`src/hw/rtl/fcmsl_pkg.sv`:
```
// Shared types and constants for the FAT cluster link map sector locator.
// Holds request, status and register codes, the micro-op set and the microcode table.
// No dependencies.
package fcmsl_pkg;

  localparam int unsigned UPC_W = 5;

  localparam logic [1:0] REQ_LOAD   = 2'd0;
  localparam logic [1:0] REQ_LOCATE = 2'd1;
  localparam logic [1:0] REQ_SETPOS = 2'd2;

  localparam logic [1:0] ST_OK   = 2'd0;
  localparam logic [1:0] ST_INT  = 2'd1;
  localparam logic [1:0] ST_DISK = 2'd2;

  localparam logic [1:0] REG_SPC   = 2'd0;
  localparam logic [1:0] REG_DAS   = 2'd1;
  localparam logic [1:0] REG_FEC   = 2'd2;
  localparam logic [1:0] REG_FIRST = 2'd3;

  localparam int unsigned BLOCK_SHIFT   = 9;
  localparam logic [31:0] BLOCK_BYTES   = 32'd512;
  localparam logic [31:0] CLUSTER_FIRST = 32'd2;
  localparam logic [31:0] CLUSTER_EOC   = 32'hFFFF_FFFF;

  typedef enum logic [3:0] {
    OP_NOP,
    OP_LOAD_FIRST,
    OP_INIT_WALK,
    OP_RD_LEN,
    OP_ADVANCE,
    OP_RD_START,
    OP_ADD_START,
    OP_SET_CUR,
    OP_MUL,
    OP_BASE,
    OP_DONE_OK,
    OP_DONE_INT,
    OP_DONE_DISK
  } uop_t;

  typedef enum logic [3:0] {
    C_NONE,
    C_ALWAYS,
    C_SPC_ZERO,
    C_OFFS_NZ,
    C_POS_ZERO,
    C_IDX_OOR,
    C_LEN_ZERO,
    C_CL_LT,
    C_IDX1_OOR,
    C_CL_LT2,
    C_CL_ALL1,
    C_C_OOR,
    C_BASE_ZERO
  } ucond_t;

  typedef struct packed {
    uop_t             op;
    ucond_t           cond;
    logic [UPC_W-1:0] target;
  } uword_t;

  typedef struct packed {
    logic spc_zero;
    logic offs_nz;
    logic pos_zero;
    logic idx_oor;
    logic len_zero;
    logic cl_lt;
    logic idx1_oor;
    logic cl_lt2;
    logic cl_all1;
    logic c_oor;
    logic base_zero;
  } seq_flags_t;

  typedef struct packed {
    logic busy;
    uop_t op;
  } seq_ctl_t;

  localparam logic [UPC_W-1:0] UA_WALK     = 5'd4;
  localparam logic [UPC_W-1:0] UA_FOUND    = 5'd8;
  localparam logic [UPC_W-1:0] UA_CHKCL    = 5'd10;
  localparam logic [UPC_W-1:0] UA_CALC     = 5'd13;
  localparam logic [UPC_W-1:0] UA_ERR_INT  = 5'd17;
  localparam logic [UPC_W-1:0] UA_ERR_DISK = 5'd18;
  localparam logic [UPC_W-1:0] UA_NEXT     = 5'd0;

  function automatic uword_t ucode_rom(input logic [UPC_W-1:0] addr);
    uword_t w;
    unique case (addr)
      5'd0:    w = '{OP_NOP,        C_SPC_ZERO,  UA_ERR_INT};
      5'd1:    w = '{OP_NOP,        C_OFFS_NZ,   UA_CALC};
      5'd2:    w = '{OP_LOAD_FIRST, C_POS_ZERO,  UA_CHKCL};
      5'd3:    w = '{OP_INIT_WALK,  C_NONE,      UA_NEXT};
      5'd4:    w = '{OP_RD_LEN,     C_IDX_OOR,   UA_ERR_INT};
      5'd5:    w = '{OP_NOP,        C_LEN_ZERO,  UA_ERR_INT};
      5'd6:    w = '{OP_NOP,        C_CL_LT,     UA_FOUND};
      5'd7:    w = '{OP_ADVANCE,    C_ALWAYS,    UA_WALK};
      5'd8:    w = '{OP_RD_START,   C_IDX1_OOR,  UA_ERR_INT};
      5'd9:    w = '{OP_ADD_START,  C_NONE,      UA_NEXT};
      5'd10:   w = '{OP_NOP,        C_CL_LT2,    UA_ERR_INT};
      5'd11:   w = '{OP_NOP,        C_CL_ALL1,   UA_ERR_DISK};
      5'd12:   w = '{OP_SET_CUR,    C_NONE,      UA_NEXT};
      5'd13:   w = '{OP_MUL,        C_C_OOR,     UA_ERR_INT};
      5'd14:   w = '{OP_BASE,       C_NONE,      UA_NEXT};
      5'd15:   w = '{OP_NOP,        C_BASE_ZERO, UA_ERR_INT};
      5'd16:   w = '{OP_DONE_OK,    C_NONE,      UA_NEXT};
      5'd17:   w = '{OP_DONE_INT,   C_NONE,      UA_NEXT};
      5'd18:   w = '{OP_DONE_DISK,  C_NONE,      UA_NEXT};
      default: w = '{OP_DONE_INT,   C_NONE,      UA_NEXT};
    endcase
    return w;
  endfunction

endpackage

```
`src/hw/rtl/fcmsl_seq.sv`:
```
// Microcode sequencer for the sector locator: step counter, control table and jumps.
// Depends on fcmsl_pkg.
module fcmsl_seq
  import fcmsl_pkg::*;
(
  input  logic       clk,
  input  logic       rst_n,
  input  logic       start,
  input  logic       hold,
  input  seq_flags_t flags,
  output seq_ctl_t   ctl
);

  logic [UPC_W-1:0] upc_r, upc_nxt;
  logic             busy_r, busy_nxt;
  uword_t           uw;
  logic             taken;
  logic             is_done;

  assign uw      = ucode_rom(upc_r);
  assign is_done = (uw.op == OP_DONE_OK) || (uw.op == OP_DONE_INT) ||
                   (uw.op == OP_DONE_DISK);

  always_comb begin
    unique case (uw.cond)
      C_NONE:      taken = 1'b0;
      C_ALWAYS:    taken = 1'b1;
      C_SPC_ZERO:  taken = flags.spc_zero;
      C_OFFS_NZ:   taken = flags.offs_nz;
      C_POS_ZERO:  taken = flags.pos_zero;
      C_IDX_OOR:   taken = flags.idx_oor;
      C_LEN_ZERO:  taken = flags.len_zero;
      C_CL_LT:     taken = flags.cl_lt;
      C_IDX1_OOR:  taken = flags.idx1_oor;
      C_CL_LT2:    taken = flags.cl_lt2;
      C_CL_ALL1:   taken = flags.cl_all1;
      C_C_OOR:     taken = flags.c_oor;
      C_BASE_ZERO: taken = flags.base_zero;
      default:     taken = 1'b0;
    endcase
  end

  always_comb begin
    upc_nxt  = upc_r;
    busy_nxt = busy_r;
    if (!busy_r) begin
      if (start) begin
        busy_nxt = 1'b1;
        upc_nxt  = '0;
      end
    end else if (!hold) begin
      if (is_done) begin
        busy_nxt = 1'b0;
      end else if (taken) begin
        upc_nxt = uw.target;
      end else begin
        upc_nxt = upc_r + 1'b1;
      end
    end
  end

  always_ff @(posedge clk) begin
    if (!rst_n) begin
      busy_r <= 1'b0;
      upc_r  <= '0;
    end else begin
      busy_r <= busy_nxt;
      upc_r  <= upc_nxt;
    end
  end

  assign ctl.busy = busy_r;
  assign ctl.op   = busy_r ? uw.op : OP_NOP;

endmodule

```
`src/hw/rtl/fat_cluster_map_sector_locator_top.sv`:
```
// Top level of the FAT cluster link map sector locator: datapath, map memory and handshakes.
// Depends on fcmsl_pkg and fcmsl_seq.
//
// Each input word carries a request: load a map word, locate the next 512-byte block, or set
// the byte position. Every request returns exactly one result word with a status and a
// sector address. The configuration channel writes the four registers by index and should
// only be used while no request is in flight.
// Load, set-position and unused requests answer in the cycle after they are accepted.
// A locate request runs a microcode program, one step per cycle unless the result word is held
// by a receiver stall, on a single datapath with one read port into the map memory. One request
// is in work at a time.
// A new request can be accepted in the same cycle that the previous result word is taken.
// When the receiver stalls, the result word holds and the input stalls with it.
// Synchronous reset restores the register defaults and clears position, current cluster
// and both channels; the map contents stay undefined until loaded.
module fat_cluster_map_sector_locator_top
  import fcmsl_pkg::*;
#(
  parameter int unsigned MAP_WORDS = 64
) (
  input  logic        clk,
  input  logic        rst_n,
  input  logic        in_valid,
  output logic        in_stall,
  input  logic [1:0]  in_req_type,
  input  logic [5:0]  in_map_index,
  input  logic [31:0] in_map_word,
  input  logic [31:0] in_new_position,
  output logic        out_valid,
  input  logic        out_stall,
  output logic [1:0]  out_status,
  output logic [31:0] out_sector_address,
  input  logic        cfg_valid,
  output logic        cfg_ready,
  input  logic [1:0]  cfg_index,
  input  logic [31:0] cfg_data
);

  localparam int unsigned AW = $clog2(MAP_WORDS);
  localparam int unsigned IW = $clog2(MAP_WORDS + 2);
  localparam logic [IW-1:0] MAP_LIMIT = IW'(MAP_WORDS);
  localparam logic [AW+5:0] MAP_LIMIT_W = (AW + 6)'(MAP_WORDS);

  logic [15:0]   spc_r, spc_nxt;
  logic [31:0]   das_r, das_nxt;
  logic [31:0]   fec_r, fec_nxt;
  logic [31:0]   fcl_r, fcl_nxt;
  logic [31:0]   pos_r, pos_nxt;
  logic [31:0]   cur_r, cur_nxt;
  logic [31:0]   cl_r, cl_nxt;
  logic [IW-1:0] idx_r, idx_nxt;
  logic [31:0]   prod_r, prod_nxt;
  logic [31:0]   base_r, base_nxt;
  logic          out_valid_r, out_valid_nxt;
  logic [1:0]    out_status_r, out_status_nxt;
  logic [31:0]   out_sector_r, out_sector_nxt;

  logic [31:0]   map_mem [MAP_WORDS];
  logic [31:0]   rdata_r;
  logic          rd_en;
  logic [AW-1:0] rd_addr;
  logic          wr_en;
  logic [AW+5:0] wr_idx;

  seq_flags_t    flags;
  seq_ctl_t      ctl;
  logic          hold;
  logic          in_acc;
  logic          out_acc;
  logic          op_go;
  logic [31:0]   blk;
  logic [15:0]   spc_m1;
  logic [15:0]   offs;
  logic [3:0]    sh;
  logic [31:0]   cl_init;
  logic [IW-1:0] idx1;
  logic [31:0]   c_val;
  logic [47:0]   mul_full;

  assign blk     = pos_r >> BLOCK_SHIFT;
  assign spc_m1  = spc_r - 16'd1;
  assign offs    = blk[15:0] & spc_m1;
  assign idx1    = idx_r + 1'b1;
  assign c_val   = cur_r - CLUSTER_FIRST;
  assign mul_full = spc_r * c_val;

  always_comb begin
    sh = 4'd0;
    for (int i = 15; i >= 0; i--) begin
      if (spc_r[i]) begin
        sh = 4'(i);
      end
    end
  end

  assign cl_init = blk >> sh;

  assign flags.spc_zero  = (spc_r == 16'd0);
  assign flags.offs_nz   = (offs != 16'd0);
  assign flags.pos_zero  = (pos_r == 32'd0);
  assign flags.idx_oor   = (idx_r >= MAP_LIMIT);
  assign flags.len_zero  = (rdata_r == 32'd0);
  assign flags.cl_lt     = (cl_r < rdata_r);
  assign flags.idx1_oor  = (idx1 >= MAP_LIMIT);
  assign flags.cl_lt2    = (cl_r < CLUSTER_FIRST);
  assign flags.cl_all1   = (cl_r == CLUSTER_EOC);
  assign flags.c_oor     = (c_val >= (fec_r - CLUSTER_FIRST));
  assign flags.base_zero = (base_r == 32'd0);

  assign in_stall  = ctl.busy | (out_valid_r & out_stall);
  assign in_acc    = in_valid & ~in_stall;
  assign out_acc   = out_valid_r & ~out_stall;
  assign hold      = out_valid_r & out_stall;
  assign op_go     = ctl.busy & ~hold;
  assign cfg_ready = ~ctl.busy;

  fcmsl_seq u_seq (
    .clk   (clk),
    .rst_n (rst_n),
    .start (in_acc && (in_req_type == REQ_LOCATE)),
    .hold  (hold),
    .flags (flags),
    .ctl   (ctl)
  );

  assign wr_idx = {{AW{1'b0}}, in_map_index};
  assign wr_en  = in_acc && (in_req_type == REQ_LOAD) && (wr_idx < MAP_LIMIT_W);

  always_comb begin
    rd_en   = 1'b0;
    rd_addr = idx_r[AW-1:0];
    if (op_go && (ctl.op == OP_RD_LEN) && !flags.idx_oor) begin
      rd_en = 1'b1;
    end else if (op_go && (ctl.op == OP_RD_START) && !flags.idx1_oor) begin
      rd_en   = 1'b1;
      rd_addr = idx1[AW-1:0];
    end
  end

  always_ff @(posedge clk) begin
    if (wr_en) begin
      map_mem[wr_idx[AW-1:0]] <= in_map_word;
    end
  end

  always_ff @(posedge clk) begin
    if (rd_en) begin
      rdata_r <= map_mem[rd_addr];
    end
  end

  always_comb begin
    spc_nxt        = spc_r;
    das_nxt        = das_r;
    fec_nxt        = fec_r;
    fcl_nxt        = fcl_r;
    pos_nxt        = pos_r;
    cur_nxt        = cur_r;
    cl_nxt         = cl_r;
    idx_nxt        = idx_r;
    prod_nxt       = prod_r;
    base_nxt       = base_r;
    out_valid_nxt  = out_valid_r & ~out_acc;
    out_status_nxt = out_status_r;
    out_sector_nxt = out_sector_r;

    if (cfg_valid && cfg_ready) begin
      unique case (cfg_index)
        REG_SPC:   spc_nxt = cfg_data[15:0];
        REG_DAS:   das_nxt = cfg_data;
        REG_FEC:   fec_nxt = cfg_data;
        REG_FIRST: fcl_nxt = cfg_data;
        default:   spc_nxt = spc_r;
      endcase
    end

    if (in_acc) begin
      priority case (in_req_type)
        REQ_LOAD: begin
          out_valid_nxt  = 1'b1;
          out_status_nxt = ST_OK;
          out_sector_nxt = 32'd0;
        end
        REQ_LOCATE: begin
          out_valid_nxt = out_valid_r & ~out_acc;
        end
        REQ_SETPOS: begin
          pos_nxt        = in_new_position;
          out_valid_nxt  = 1'b1;
          out_status_nxt = ST_OK;
          out_sector_nxt = 32'd0;
        end
        default: begin
          out_valid_nxt  = 1'b1;
          out_status_nxt = ST_INT;
          out_sector_nxt = 32'd0;
        end
      endcase
    end

    if (op_go) begin
      unique case (ctl.op)
        OP_LOAD_FIRST: cl_nxt = fcl_r;
        OP_INIT_WALK: begin
          cl_nxt  = cl_init;
          idx_nxt = '0;
        end
        OP_ADVANCE: begin
          cl_nxt  = cl_r - rdata_r;
          idx_nxt = idx_r + IW'(2);
        end
        OP_ADD_START:  cl_nxt = cl_r + rdata_r;
        OP_SET_CUR:    cur_nxt = cl_r;
        OP_MUL:        prod_nxt = mul_full[31:0];
        OP_BASE:       base_nxt = das_r + prod_r;
        OP_DONE_OK: begin
          out_valid_nxt  = 1'b1;
          out_status_nxt = ST_OK;
          out_sector_nxt = base_r + {16'd0, offs};
          pos_nxt        = pos_r + BLOCK_BYTES;
        end
        OP_DONE_INT: begin
          out_valid_nxt  = 1'b1;
          out_status_nxt = ST_INT;
          out_sector_nxt = 32'd0;
        end
        OP_DONE_DISK: begin
          out_valid_nxt  = 1'b1;
          out_status_nxt = ST_DISK;
          out_sector_nxt = 32'd0;
        end
        default: cl_nxt = cl_r;
      endcase
    end
  end

  always_ff @(posedge clk) begin
    if (!rst_n) begin
      spc_r       <= 16'd1;
      das_r       <= 32'd0;
      fec_r       <= 32'd0;
      fcl_r       <= 32'd0;
      pos_r       <= 32'd0;
      cur_r       <= 32'd0;
      out_valid_r <= 1'b0;
    end else begin
      spc_r       <= spc_nxt;
      das_r       <= das_nxt;
      fec_r       <= fec_nxt;
      fcl_r       <= fcl_nxt;
      pos_r       <= pos_nxt;
      cur_r       <= cur_nxt;
      out_valid_r <= out_valid_nxt;
    end
  end

  always_ff @(posedge clk) begin
    cl_r         <= cl_nxt;
    idx_r        <= idx_nxt;
    prod_r       <= prod_nxt;
    base_r       <= base_nxt;
    out_status_r <= out_status_nxt;
    out_sector_r <= out_sector_nxt;
  end

  assign out_valid          = out_valid_r;
  assign out_status         = out_status_r;
  assign out_sector_address = out_sector_r;

endmodule

```
`config.mk`:
```
export PLATFORM = sky130hd
export DESIGN_NAME = fat_cluster_map_sector_locator_top
export DESIGN_NICKNAME = d
export VERILOG_FILES = /design/src/hw/rtl/fcmsl_pkg.sv /design/src/hw/rtl/fcmsl_seq.sv /design/src/hw/rtl/fat_cluster_map_sector_locator_top.sv
export SDC_FILE = /design/constraint.sdc
export NUM_CORES = 2
export LEC_CHECK = 0
export ABC_AREA = 1
export BUFFER_PORTS_ARGS = -buffer_cell sky130_fd_sc_hd__buf_4
export CAP_MARGIN = 20
export CORE_MARGIN = 2
export CORE_UTILIZATION = 60
export DETAILED_ROUTE_END_ITERATION = 16
export PLACE_DENSITY = 0.76
export REMOVE_ABC_BUFFERS = 1
export SYNTH_ARGS = -nofsm -noshare
export SYNTH_HDL_FRONTEND = slang
export SYNTH_SLANG_ARGS = --single-unit
```
`constraint.sdc`:
```
create_clock -name clk -period 8.15 [get_ports clk]
set_input_delay 0.815 -clock clk [delete_from_list [all_inputs] [get_ports clk]]
set_output_delay 0.815 -clock clk [all_outputs]
set_load 0.005 [all_outputs]
```
==> run metrics <==
starting density of the core=0.6030; final weighted congestion in routability-driven placement=0.9864; CTS max path bufs=3; CTS root buf=clkbuf_16; ys flop type=edfxtp_1; layout cell share with drive strength beyond 1=0.09173; fin crit share=0.9076; IO Port Bufs=147; Synth Register Bits=2,412; clk_lat worst skew=910 ps; RSZ-0062 raised after global routing=no; status=finished, final reports clean; Max Slew Vio Count=0; peak supply drop=0.2789 mV; syn_area_per_cell=10.90 um^2; capturing point of the worst reg2reg path=prod_r[26]; Fin Hold WS=210.2 ps; Synth Warn #=0; CTS HTree Levels=4; Via density=6.431; CP Class=register to register; clock period minus worst slack=7397 ps; Reg2Reg Setup Slack=750 ps; Syn-to-layout area delta=9.994%; placed cell count=12.88k; post-route ant nets=0; Final Hold Fails=0; clock-pin slew on the worst setup and hold paths=60 ps; post-CTS sizing=0; pre-CTS setup slack=780.8 ps; Yosys top cell area share=0.5654; worst slew pin tran=1193 ps; Chip Height=443.5 um; Setup-failing EPs final=0; DRT Pass-1 Iters=6; required time worst endpoint=8740 ps; Util after Layout=0.6633; drt wl/cell=27.13 um; synthesized instance count=10.64k; Post-synth EDFFs=2,182; R2R Path Start=cur_r[1]; start point of the worst hold path=in_new_position[1]; post-synthesis cell area=115,900 um^2; Slew headroom=0.2044; Seq/Total Area, Yosys=0.6051; die span in x=443.5 um; PwrDens=243.3 nW/um^2; grt ovf=0; Crit. End Element=register; first-pass GRT wire length=530.9 mm; top-count cell post-synth=edfxtp_1; layout filler cell count=14.05k; CTS Buf Count=231; # Post-CTS Setup Buffers=0; # DRC=0; via count=85.70k; Critical Path AT=7990 ps; IO Pins=148; crit path launch type=register; final setup margin=753.0 ps; Post-CTS Hold Fix Bufs=0; Post-Layout Cell Count=13.33k; Max FO, Critical Path=12; synth top area cells=edfxtp_1 57%, fa_1 5.3%, o21ai_0 5.3%, nor2_1 5.0%, nand2_1 4.2%; row cnt=161; Die Area=196,700 um^2; reg2reg path depth=27; Yosys cell types=73; largest area contributor in the netlist=edfxtp_1; setup TNS=0 ps; max-cap viol count=0; final WL=361.5 mm; HP Class=input port to register; Num Clock Sinks=2,412; GRT Total Usage=0.3634; dpl hpwl=225.3 mm; clk_skew=90.18 ps; worst hold path depth=3; top post-synthesis cells by count=2,182 x edfxtp_1, 1,556 x nor2_1, 1,285 x nand2_1; leakage=0.04637 uW; Fmax achieved=135.2 MHz; largest net degree at the start of global routing=218; CTS tree=yes; Core ar.=192,200 um^2; Worst Hold End=pos_r[1]; antenna violations before repair=20; layout net count=11.23k; initial drt markers=11.22k; vias in the first global route=83.95k; post-synthesis async set-or-reset flop share=0
## metrics by stage
step,instance area [um^2],total power [uW]
after floorplan,113500,18340
after global placement,119800,20220
after detailed placement,119800,20360
after CTS,127400,30940
after global routing,127500,32170
final,127500,31020
## area by class of cell
cell class	count	area (um^2)	share of cell area
tap	2526	3161	0.02479
antenna	6	15.01	0.0001178
timing repair buffer	320	2592	0.02034
clock inverter	155	1642	0.01288
inverter	845	3213	0.02521
clock buffer	281	6020	0.04722
sequential	2412	70130	0.5501
multi-input combinational	6780	40700	0.3193
## sequential cells by signal, indices dropped and copies added, names as in the netlist
signal,count
u_seq.busy_r,1
out_status,2
u_seq.uw,13
fec_r,32
idx_r,6
rdata_r,32
out_valid,1
map_mem,2048
fcl_r,32
das_r,32
prod_r,32
out_sector_address,32
cl_r,32
cur_r,32
spc_r,16
base_r,32
pos_r,32
u_seq.upc_r,5
## cell families after synthesis
| family | share of synthesized area |
|---|---|
| multiplexers | 0.003023 |
| AND/OR/NAND/NOR | 0.1342 |
| adder cells (fa/ha/maj) | 0.07653 |
| AO/OA/AOI/OAI | 0.1242 |
| buffers and inverters | 0.04834 |
| flip-flops | 0.6051 |
| XOR/XNOR | 0.008540 |
## worst max-delay path, cell delays in order, from the launching register on
cell	delay (ps)
dfxtp_1	320
inv_2	150
ha_1	360
nand2_1	140
inv_1	170
nand2_1	110
nand2_1	80
nand2_1	170
inv_1	440
nand2_1	150
fa_1	530
fa_1	470
fa_1	560
inv_1	60
fa_1	490
fa_1	500
inv_1	60
fa_1	470
inv_1	40
ha_1	350
a21oi_1	210
o21ai_0	140
o21bai_1	210
a21oi_1	280
o21ai_1	180
a21oi_1	230
o21ai_1	100
xor2_1	150
## worst max-delay path by stage
stage	endpoint	slack, ps	from	cells after the start
finish	prod_r[26]	750	cur_r[1]	27
detailed placement	prod_r[26]	780	cur_r[1]	27
floorplan	rdata_r[18]	-16090	out_stall	11
global placement	prod_r[26]	880	cur_r[1]	26
global route	prod_r[26]	270	cur_r[1]	27
CTS	prod_r[26]	760	cur_r[1]	27
## metal layers
layer	GRT usage	vias up	share of wire
met5	0	-	0.00028
met4	0.2290	16	0.073
met3	0.06673	1247	0.10
met2	0.5829	5232	0.47
met1	0.4593	41702	0.36
li1	-	37501	-
## power by group
group          total, uW  internal, uW  leakage, uW  switching (uW)
sequential         13900         13800       0.0215            47.6
clock              10800          6040      0.00372            4760
combinational       6360          2250       0.0212            4110
total              31000         22100       0.0464            8920
## layout by cell type (no fill, tap or decap), types with 149 or more instances in the layout
master,n
or2_2,161
dfxtp_1,229
o221ai_1,252
nand2_1,1285
o22ai_1,149
nand3_1,466
edfxtp_1,2182
fa_1,308
ha_1,216
clkbuf_16,232
o21ai_0,1228
a21oi_1,362
nor2_1,1486
buf_4,301
inv_1,814
Note: power is estimated with default switching activity, not from simulation.
